**config.mk**
```make
export PLATFORM = sky130hd
export DESIGN_NAME = bis_ctrl
export DESIGN_NICKNAME = d
export VERILOG_FILES = /design/src/hdl/bis_pkg.sv /design/src/hdl/bis_ctrl.sv
export VERILOG_INCLUDE_DIRS = /design/src /design/src/hdl
export SDC_FILE = /design/constraint.sdc
export NUM_CORES = 1
export LEC_CHECK = 0
export BUFFER_PORTS_ARGS = -buffer_cell sky130_fd_sc_hd__buf_2
export CAP_MARGIN = 15
export CORE_AREA = 2 2 39 41
export CTS_CLUSTER_SIZE = 24
export DETAILED_ROUTE_END_ITERATION = 7
export DIE_AREA = 0 0 41 43
export HOLD_SLACK_MARGIN = 0.08
export PLACE_DENSITY = 0.59
export SETUP_SLACK_MARGIN = 0.02
export SYNTH_ARGS = -nofsm -noshare
export SYNTH_HDL_FRONTEND = slang
export SYNTH_SLANG_ARGS = --single-unit
```
**constraint.sdc**
```tcl
create_clock -name clk -period 4.45 [get_ports clk]
set_input_delay 0.89 -clock clk [delete_from_list [all_inputs] [get_ports clk]]
set_output_delay 0.89 -clock clk [all_outputs]
set_load 0.02 [all_outputs]
```
**src/hdl/bilinear_image_sampler_core_macros.svh**
```systemverilog
// Assertion macros used by the sampler controller.
`ifndef BILINEAR_IMAGE_SAMPLER_CORE_MACROS_SVH
`define BILINEAR_IMAGE_SAMPLER_CORE_MACROS_SVH

`ifndef SYNTH
// Consequent must hold in the same cycle as the antecedent.
`define BIS_ASSERT_SAME(lbl, ante, cons, msg) \
  lbl: assert property (@(posedge clk) disable iff (!rst_n) (ante) |-> (cons)) \
    else $error(msg);
// Consequent must hold in the cycle after the antecedent.
`define BIS_ASSERT_NEXT(lbl, ante, cons, msg) \
  lbl: assert property (@(posedge clk) disable iff (!rst_n) (ante) |=> (cons)) \
    else $error(msg);
`else
`define BIS_ASSERT_SAME(lbl, ante, cons, msg)
`define BIS_ASSERT_NEXT(lbl, ante, cons, msg)
`endif

`endif

```
**src/hdl/bis_pkg.sv**
```systemverilog
// Types, constants and codes shared by the bilinear sampler modules.
package bis_pkg;

  // Store geometry and number formats.
  localparam int MAX_BANDS   = 4;
  localparam int MAX_WIDTH   = 64;
  localparam int MAX_HEIGHT  = 64;
  localparam int SAMPLE_BITS = 16;
  localparam int FRAC_BITS   = 8;

  localparam int COORD_W  = 16;
  localparam int INT_W    = COORD_W - 1 - FRAC_BITS;
  localparam int COL_W    = $clog2(MAX_WIDTH);
  localparam int ROW_W    = $clog2(MAX_HEIGHT);
  localparam int BSEL_W   = $clog2(MAX_BANDS);
  localparam int ADDR_W   = BSEL_W + ROW_W + COL_W;
  localparam int DEPTH    = MAX_BANDS * MAX_WIDTH * MAX_HEIGHT;
  localparam int DIM_W    = 7;
  localparam int BAND_W   = 3;
  localparam int WGT_W    = FRAC_BITS + 1;
  localparam int WPROD_W  = 2 * FRAC_BITS + 1;
  localparam int ACC_W    = 2 * FRAC_BITS + SAMPLE_BITS;
  localparam int VALUE_W  = 24;
  localparam int STATUS_W = 2;
  localparam int OUT_SHIFT = 2 * FRAC_BITS - 8;

  // Neighbour sequencing: four neighbours, bit 0 picks column, bit 1 row.
  localparam int NUM_NBR = 4;
  localparam int NBR_W   = 2;

  // Operation codes.
  localparam logic OP_WRITE  = 1'b0;
  localparam logic OP_SAMPLE = 1'b1;

  // Result status codes.
  localparam logic [STATUS_W-1:0] ST_OK       = 2'd0;
  localparam logic [STATUS_W-1:0] ST_OUTSIDE  = 2'd1;
  localparam logic [STATUS_W-1:0] ST_BAD_BAND = 2'd2;

  // Configuration register indexes.
  localparam int CFG_IDX_W = 2;
  localparam int CFG_DATA_W = 7;
  localparam logic [CFG_IDX_W-1:0] CFG_WIDTH  = 2'd0;
  localparam logic [CFG_IDX_W-1:0] CFG_HEIGHT = 2'd1;
  localparam logic [CFG_IDX_W-1:0] CFG_BANDS  = 2'd2;

  // One input item.
  typedef struct packed {
    logic                      op;
    logic [BAND_W-1:0]         band;
    logic signed [COORD_W-1:0] x_coord;
    logic signed [COORD_W-1:0] y_coord;
    logic [COL_W-1:0]          pixel_col;
    logic [ROW_W-1:0]          pixel_row;
    logic [SAMPLE_BITS-1:0]    pixel_value;
  } bis_in_t;

  // One result item.
  typedef struct packed {
    logic [VALUE_W-1:0]  sample_value;
    logic [STATUS_W-1:0] status;
  } bis_out_t;

  // Commands from the controller to the datapath.
  typedef struct packed {
    logic             wr;
    logic             latch;
    logic             issue;
    logic [NBR_W-1:0] nbr;
    logic             load;
  } bis_cmd_t;

  // Status from the datapath to the controller.
  typedef struct packed {
    logic err;
  } bis_sts_t;

endpackage

```
**src/hdl/bis_ctrl.sv**
```systemverilog
// Sampler controller: accepts items and sequences the four neighbour reads.
module bis_ctrl import bis_pkg::*; (
  input  logic     clk,
  input  logic     rst_n,
  input  logic     in_valid,
  input  logic     in_op,
  output logic     in_stall,
  output logic     out_valid,
  input  logic     out_stall,
  input  bis_sts_t sts,
  output bis_cmd_t cmd
);

  `include "bilinear_image_sampler_core_macros.svh"

  localparam logic [1:0] S_IDLE  = 2'd0;
  localparam logic [1:0] S_READ  = 2'd1;
  localparam logic [1:0] S_DRAIN = 2'd2;
  localparam logic [1:0] S_FIN   = 2'd3;

  localparam logic [NBR_W-1:0] NBR_LAST   = NBR_W'(NUM_NBR - 1);
  localparam logic [NBR_W-1:0] DRAIN_LAST = NBR_W'(1);

  logic [1:0]       state_r, state_nxt;
  logic [NBR_W-1:0] cnt_r, cnt_nxt;
  logic             out_valid_r, out_valid_nxt;

  // Next state and commands.
  always_comb begin
    state_nxt = state_r;
    cnt_nxt   = cnt_r;
    cmd       = '0;
    cmd.nbr   = cnt_r;
    case (state_r)
      S_IDLE: begin
        if (in_valid) begin
          if (in_op == OP_SAMPLE) begin
            cmd.latch = 1'b1;
            cnt_nxt   = '0;
            state_nxt = sts.err ? S_FIN : S_READ;
          end else begin
            cmd.wr = 1'b1;
          end
        end
      end
      S_READ: begin
        cmd.issue = 1'b1;
        cnt_nxt   = cnt_r + 1'b1;
        if (cnt_r == NBR_LAST) begin
          cnt_nxt   = '0;
          state_nxt = S_DRAIN;
        end
      end
      S_DRAIN: begin
        cnt_nxt = cnt_r + 1'b1;
        if (cnt_r == DRAIN_LAST) begin
          state_nxt = S_FIN;
        end
      end
      S_FIN: begin
        if (!out_valid_r || !out_stall) begin
          cmd.load  = 1'b1;
          state_nxt = S_IDLE;
        end
      end
      default: state_nxt = S_IDLE;
    endcase
  end

  // Output valid: set on load, cleared when the item is taken.
  always_comb begin
    out_valid_nxt = out_valid_r;
    if (cmd.load) begin
      out_valid_nxt = 1'b1;
    end else if (out_valid_r && !out_stall) begin
      out_valid_nxt = 1'b0;
    end
  end

  always_ff @(posedge clk) begin
    if (!rst_n) begin
      state_r     <= S_IDLE;
      cnt_r       <= '0;
      out_valid_r <= 1'b0;
    end else begin
      state_r     <= state_nxt;
      cnt_r       <= cnt_nxt;
      out_valid_r <= out_valid_nxt;
    end
  end

  assign in_stall  = (state_r != S_IDLE);
  assign out_valid = out_valid_r;

  // A taken sample item goes either to the reads or straight to its result.
  `BIS_ASSERT_NEXT(a_sample_start, in_valid && !in_stall && in_op == OP_SAMPLE, state_r == S_READ || state_r == S_FIN, "sample item did not start")
  // A result appears only after the finishing state.
  `BIS_ASSERT_SAME(a_result_src, $rose(out_valid_r), $past(state_r) == S_FIN, "result without finish")
  // All four neighbours are read before the pipeline drains.
  `BIS_ASSERT_NEXT(a_read_run, state_r == S_READ && cnt_r != NBR_LAST, state_r == S_READ, "neighbour reads cut short")
  // A pending result is never overwritten while stalled.
  `BIS_ASSERT_SAME(a_no_clobber, out_valid_r && out_stall, !cmd.load, "result overwritten")

endmodule

```
* Word level (Yosys, flattened, before mapping) *
Index checks and enable logic that the tools add are counted.

word-level totals
  logic and storage cells = 44
  output and inout bits = 8
  flip-flop bits (word level) = 5
  input port bits = 6

operators by class
  equality and inequality tests = 10
  reduce and logical (&&, ||, !) cells = 10
  add/sub/neg operators = 1
  multiplexer cells = 20

operator list
  kind                                                                   number
  2-bit 2-to-1 mux                                                       11
  2-bit != test, second input constant                                   5
  2-bit case mux with 4 select lines                                     1
  1-bit 2-to-1 mux                                                       7
  2-bit equality test, second input constant                             3
  2-bit case mux with 3 select lines                                     1
  5-bit AND reduction                                                    1
  2-bit by 1-bit equality test with 1-bit output, second input constant  2
  2-bit nonzero test                                                     2
  3-bit AND reduction                                                    1
  3-bit nonzero test                                                     1
  2-bit by 1-bit adder with 2-bit output, second input constant          1
  1-bit zero test                                                        2
  2-bit zero test                                                        1
  1-bit logical AND                                                      1
  1-bit logical OR                                                       1

* Longest topological paths before layout *
  depth in word-level cells = 5
  depth in mapped cells = 5
  mapped depth without buffers = 5

* Worst setup path after synthesis *
Ideal clock, no wire load.

  kind = input port to output port
  start point = input in_valid
  end point = output cmd[5] (netlist name)
  arrival = 1.213 ns
  required time = 3.560 ns
  setup slack = 2.347 ns
  stages = 2
  path buffers = 0
  cells stage by stage = nand2_1 nor2_1

RTL lines
  what             line            text
  start, declared  bis_ctrl.sv:5   input logic in_valid,
  end, declared    bis_ctrl.sv:11  output bis_cmd_t cmd

==> metrics.md <==
| Metric | Value |
|---|---|
| Die X | `41 um` |
| Final Hold Vio Count | `0` |
| H-tree depth | `1` |
| Max Clk Rate | `0.4478 GHz` |
| Worst-Margin Slew | `390.0 ps` |
| Drt via density | `4.724` |
| Maximum vdd ir drop | `0.2284 mV` |
| Initial antenna violation count | `0` |
| Critical Path End Type | `primary output` |
| Power density over the cells | `507.4 nW/um2` |
| DP HPWL | `604.4 um` |
| Worst EP arrival | `1340 ps` |
| R2R depth | `5` |
| N_diodes | `0` |
| First-pass GRT wire length | `1269 um` |
| #FFs+latches synth | `5` |
| DRC Markers | `0` |
| Row cnt | `14` |
| CTS tree | `done` |
| Skew-Pair Late Insertion Delay | `250 ps` |
| Pleak | `0.2686 nW` |
| Yosys warns | `0` |
| PostCTS Resize Cnt | `0` |
| Sequential cell area fraction in the yosys report | `0.2446` |
| Routed Antenna Nets | `0` |
| GRT overflow | `0` |
| Core Util, Final | `0.3707` |
| Core area | `1384 um2` |
| Largest net degree at the start of global routing | `8` |
| Layout area overhead | `25.38%` |
| Required time of the critical path | `3560 ps` |
| Pins Over Slew Limit | `0` |
| Vias in the first global route | `321` |
| Clk slew on worst S/H paths | `40 ps` |
| Total negative slack | `0 ps` |
| Final Setup Violations | `0` |
| Unrepaired setup endpoints after global routing | `false` |
| Top-Level Pins | `14` |
| Dpl cells | `72` |
| First-pass detailed-route iteration total | `2` |
| Hold/Removal Path Class | `reg2reg` |
| Yosys cell types | `22` |
| Relative slew slack | `0.7395` |
| Initial core utilization | `0.2957` |
| Final #Nets | `75` |
| Root buffer cell | `clkbuf_4` |
| DRT iter0 DRCs | `1` |
| Average cell area after synthesis | `9.299 um2` |
| DR WL/cell | `10.51 um` |
| Synthesized Nets | `58` |
| Post-Syn Area | `409.1 um2` |
| Critical path class | `in2out` |
| Postcts setup bufs | `0` |
| Status | `completed` |
| Max-cap violations | `0` |
| Worst Skew | `4.164 ps` |
| Routed wire length | `799 um` |
| GRT Total Usage | `0.1204` |
| Synthesized instance count | `44` |
| Critical Path Start Type | `input pin` |
| Clock Path Buffers | `2` |
| Ratio of cells with drive above 1 in the final layout | `0.3167` |
| Final non-filler cell total | `76` |
| CTS buffer count | `3` |
| Crit-path max FO | `3` |
| RePlAce Congestion | `0.6844` |
| Die Y | `43 um` |
| Tcrit/Tclk final | `0.5018` |
| Min Clock Period, post-route | `2233 ps` |
| PortBufs | `13` |
| Routed vias | `359` |
| Die Area | `1763 um2` |
| Hold buffers post-CTS | `0` |
| Min-Delay Path Depth | `2` |
| Num Clock Sinks | `5` |
-- report_power, final --
part	switching [W]	internal [W]	total [W]
sequential	0.0000116	0.0000539	0.0000655
clock	0.0000204	0.0000340	0.0000544
combinational	0.0000772	0.0000631	0.000140
-- placed cells by master (no fill, tap or decap), drive strengths merged, types with 2 or more instances in the layout --
master	count
buf	13
ha	8
inv	5
dfxtp	5
clkbuf	4
a21boi	3
and3	2
nand2	2
nor2	2
o211ai	2
nor2b	2
o21ai	2
or4	2
-- synthesized netlist by cell type, drive strengths merged --
cell     n  share of area
o211a    1          0.024
inv      5          0.046
a21oi    1          0.012
o21ai    2          0.024
nand2    2          0.018
mux2i    1          0.024
o41ai    1          0.021
or2b     1          0.018
dfxtp    5           0.24
nor2     2          0.018
buf      1          0.018
nand2b   1          0.015
a21boi   3          0.083
or4      2          0.037
or2      1          0.015
and3     2          0.031
o211ai   2          0.037
a2111oi  1          0.037
nor2b    2          0.031
ha       8           0.24
-- routing by layer --
layer  vias to the layer above  track usage  part of all wire
met2                         9       0.1688              0.47
met3                         5      0.06283             0.056
met1                       160       0.1058              0.41
met4                         0       0.1400             0.059
met5                         -            0                 0
li1                        185            -                 -
-- layout make-up --
cell class / count / area [um2]
fill: 154 / 870.8
inverter: 5 / 18.77
clock buffer: 4 / 26.28
multi-input combinational: 33 / 282.8
sequential: 5 / 100.1
tap: 16 / 20.02
timing repair buffer: 13 / 65.06
-- logic make-up (layout without fill, tap and decap cells) --
logic type               Yosys count  in the layout  synth area share
AND/OR/NAND/NOR                   13             13            0.1835
AO/OA/AOI/OAI                     11             11            0.2385
adder cells (fa/ha/maj)            8              8            0.2447
buffers and inverters              6             22           0.06423
flip-flops                         5              5            0.2447
multiplexers                       1              1           0.02447
-- worst max-delay path, cell delays in order --
cell and delay [ps]:
buf_2 110, a21boi_0 160, buf_2 190
-- flip-flops by register name (all words and copies together), names as in the netlist --
name	flops
state_r	2
out_valid	1
cnt_r	2
-- final timing paths --
check | start | to | slack, ps
setup / recovery | out_stall | cmd[0] | 2220
hold / removal | cnt_r[1]$_SDFFE_PN0P_ | cnt_r[1]$_SDFFE_PN0P_ | 530
setup reg to reg | state_r[1]$_SDFFE_PN0P_ | cnt_r[1]$_SDFFE_PN0P_ | 2700
hold reg to reg | cnt_r[1]$_SDFFE_PN0P_ | cnt_r[1]$_SDFFE_PN0P_ | 530
-- through the flow --
step	setup slack (ps)	cell area [um2]	hold slack, ps	power (W)
after floorplan	2347	409.1	498.1	0.0001734
after global placement	2229	486.7	493.0	0.0002071
after detailed placement	2220	486.7	508.4	0.0002087
after CTS	2206	513.0	542.1	0.0002666
after global routing	2148	513.0	557.5	0.0002846
final	2217	513.0	526.3	0.0002603
(Power assumes the default switching activity.)
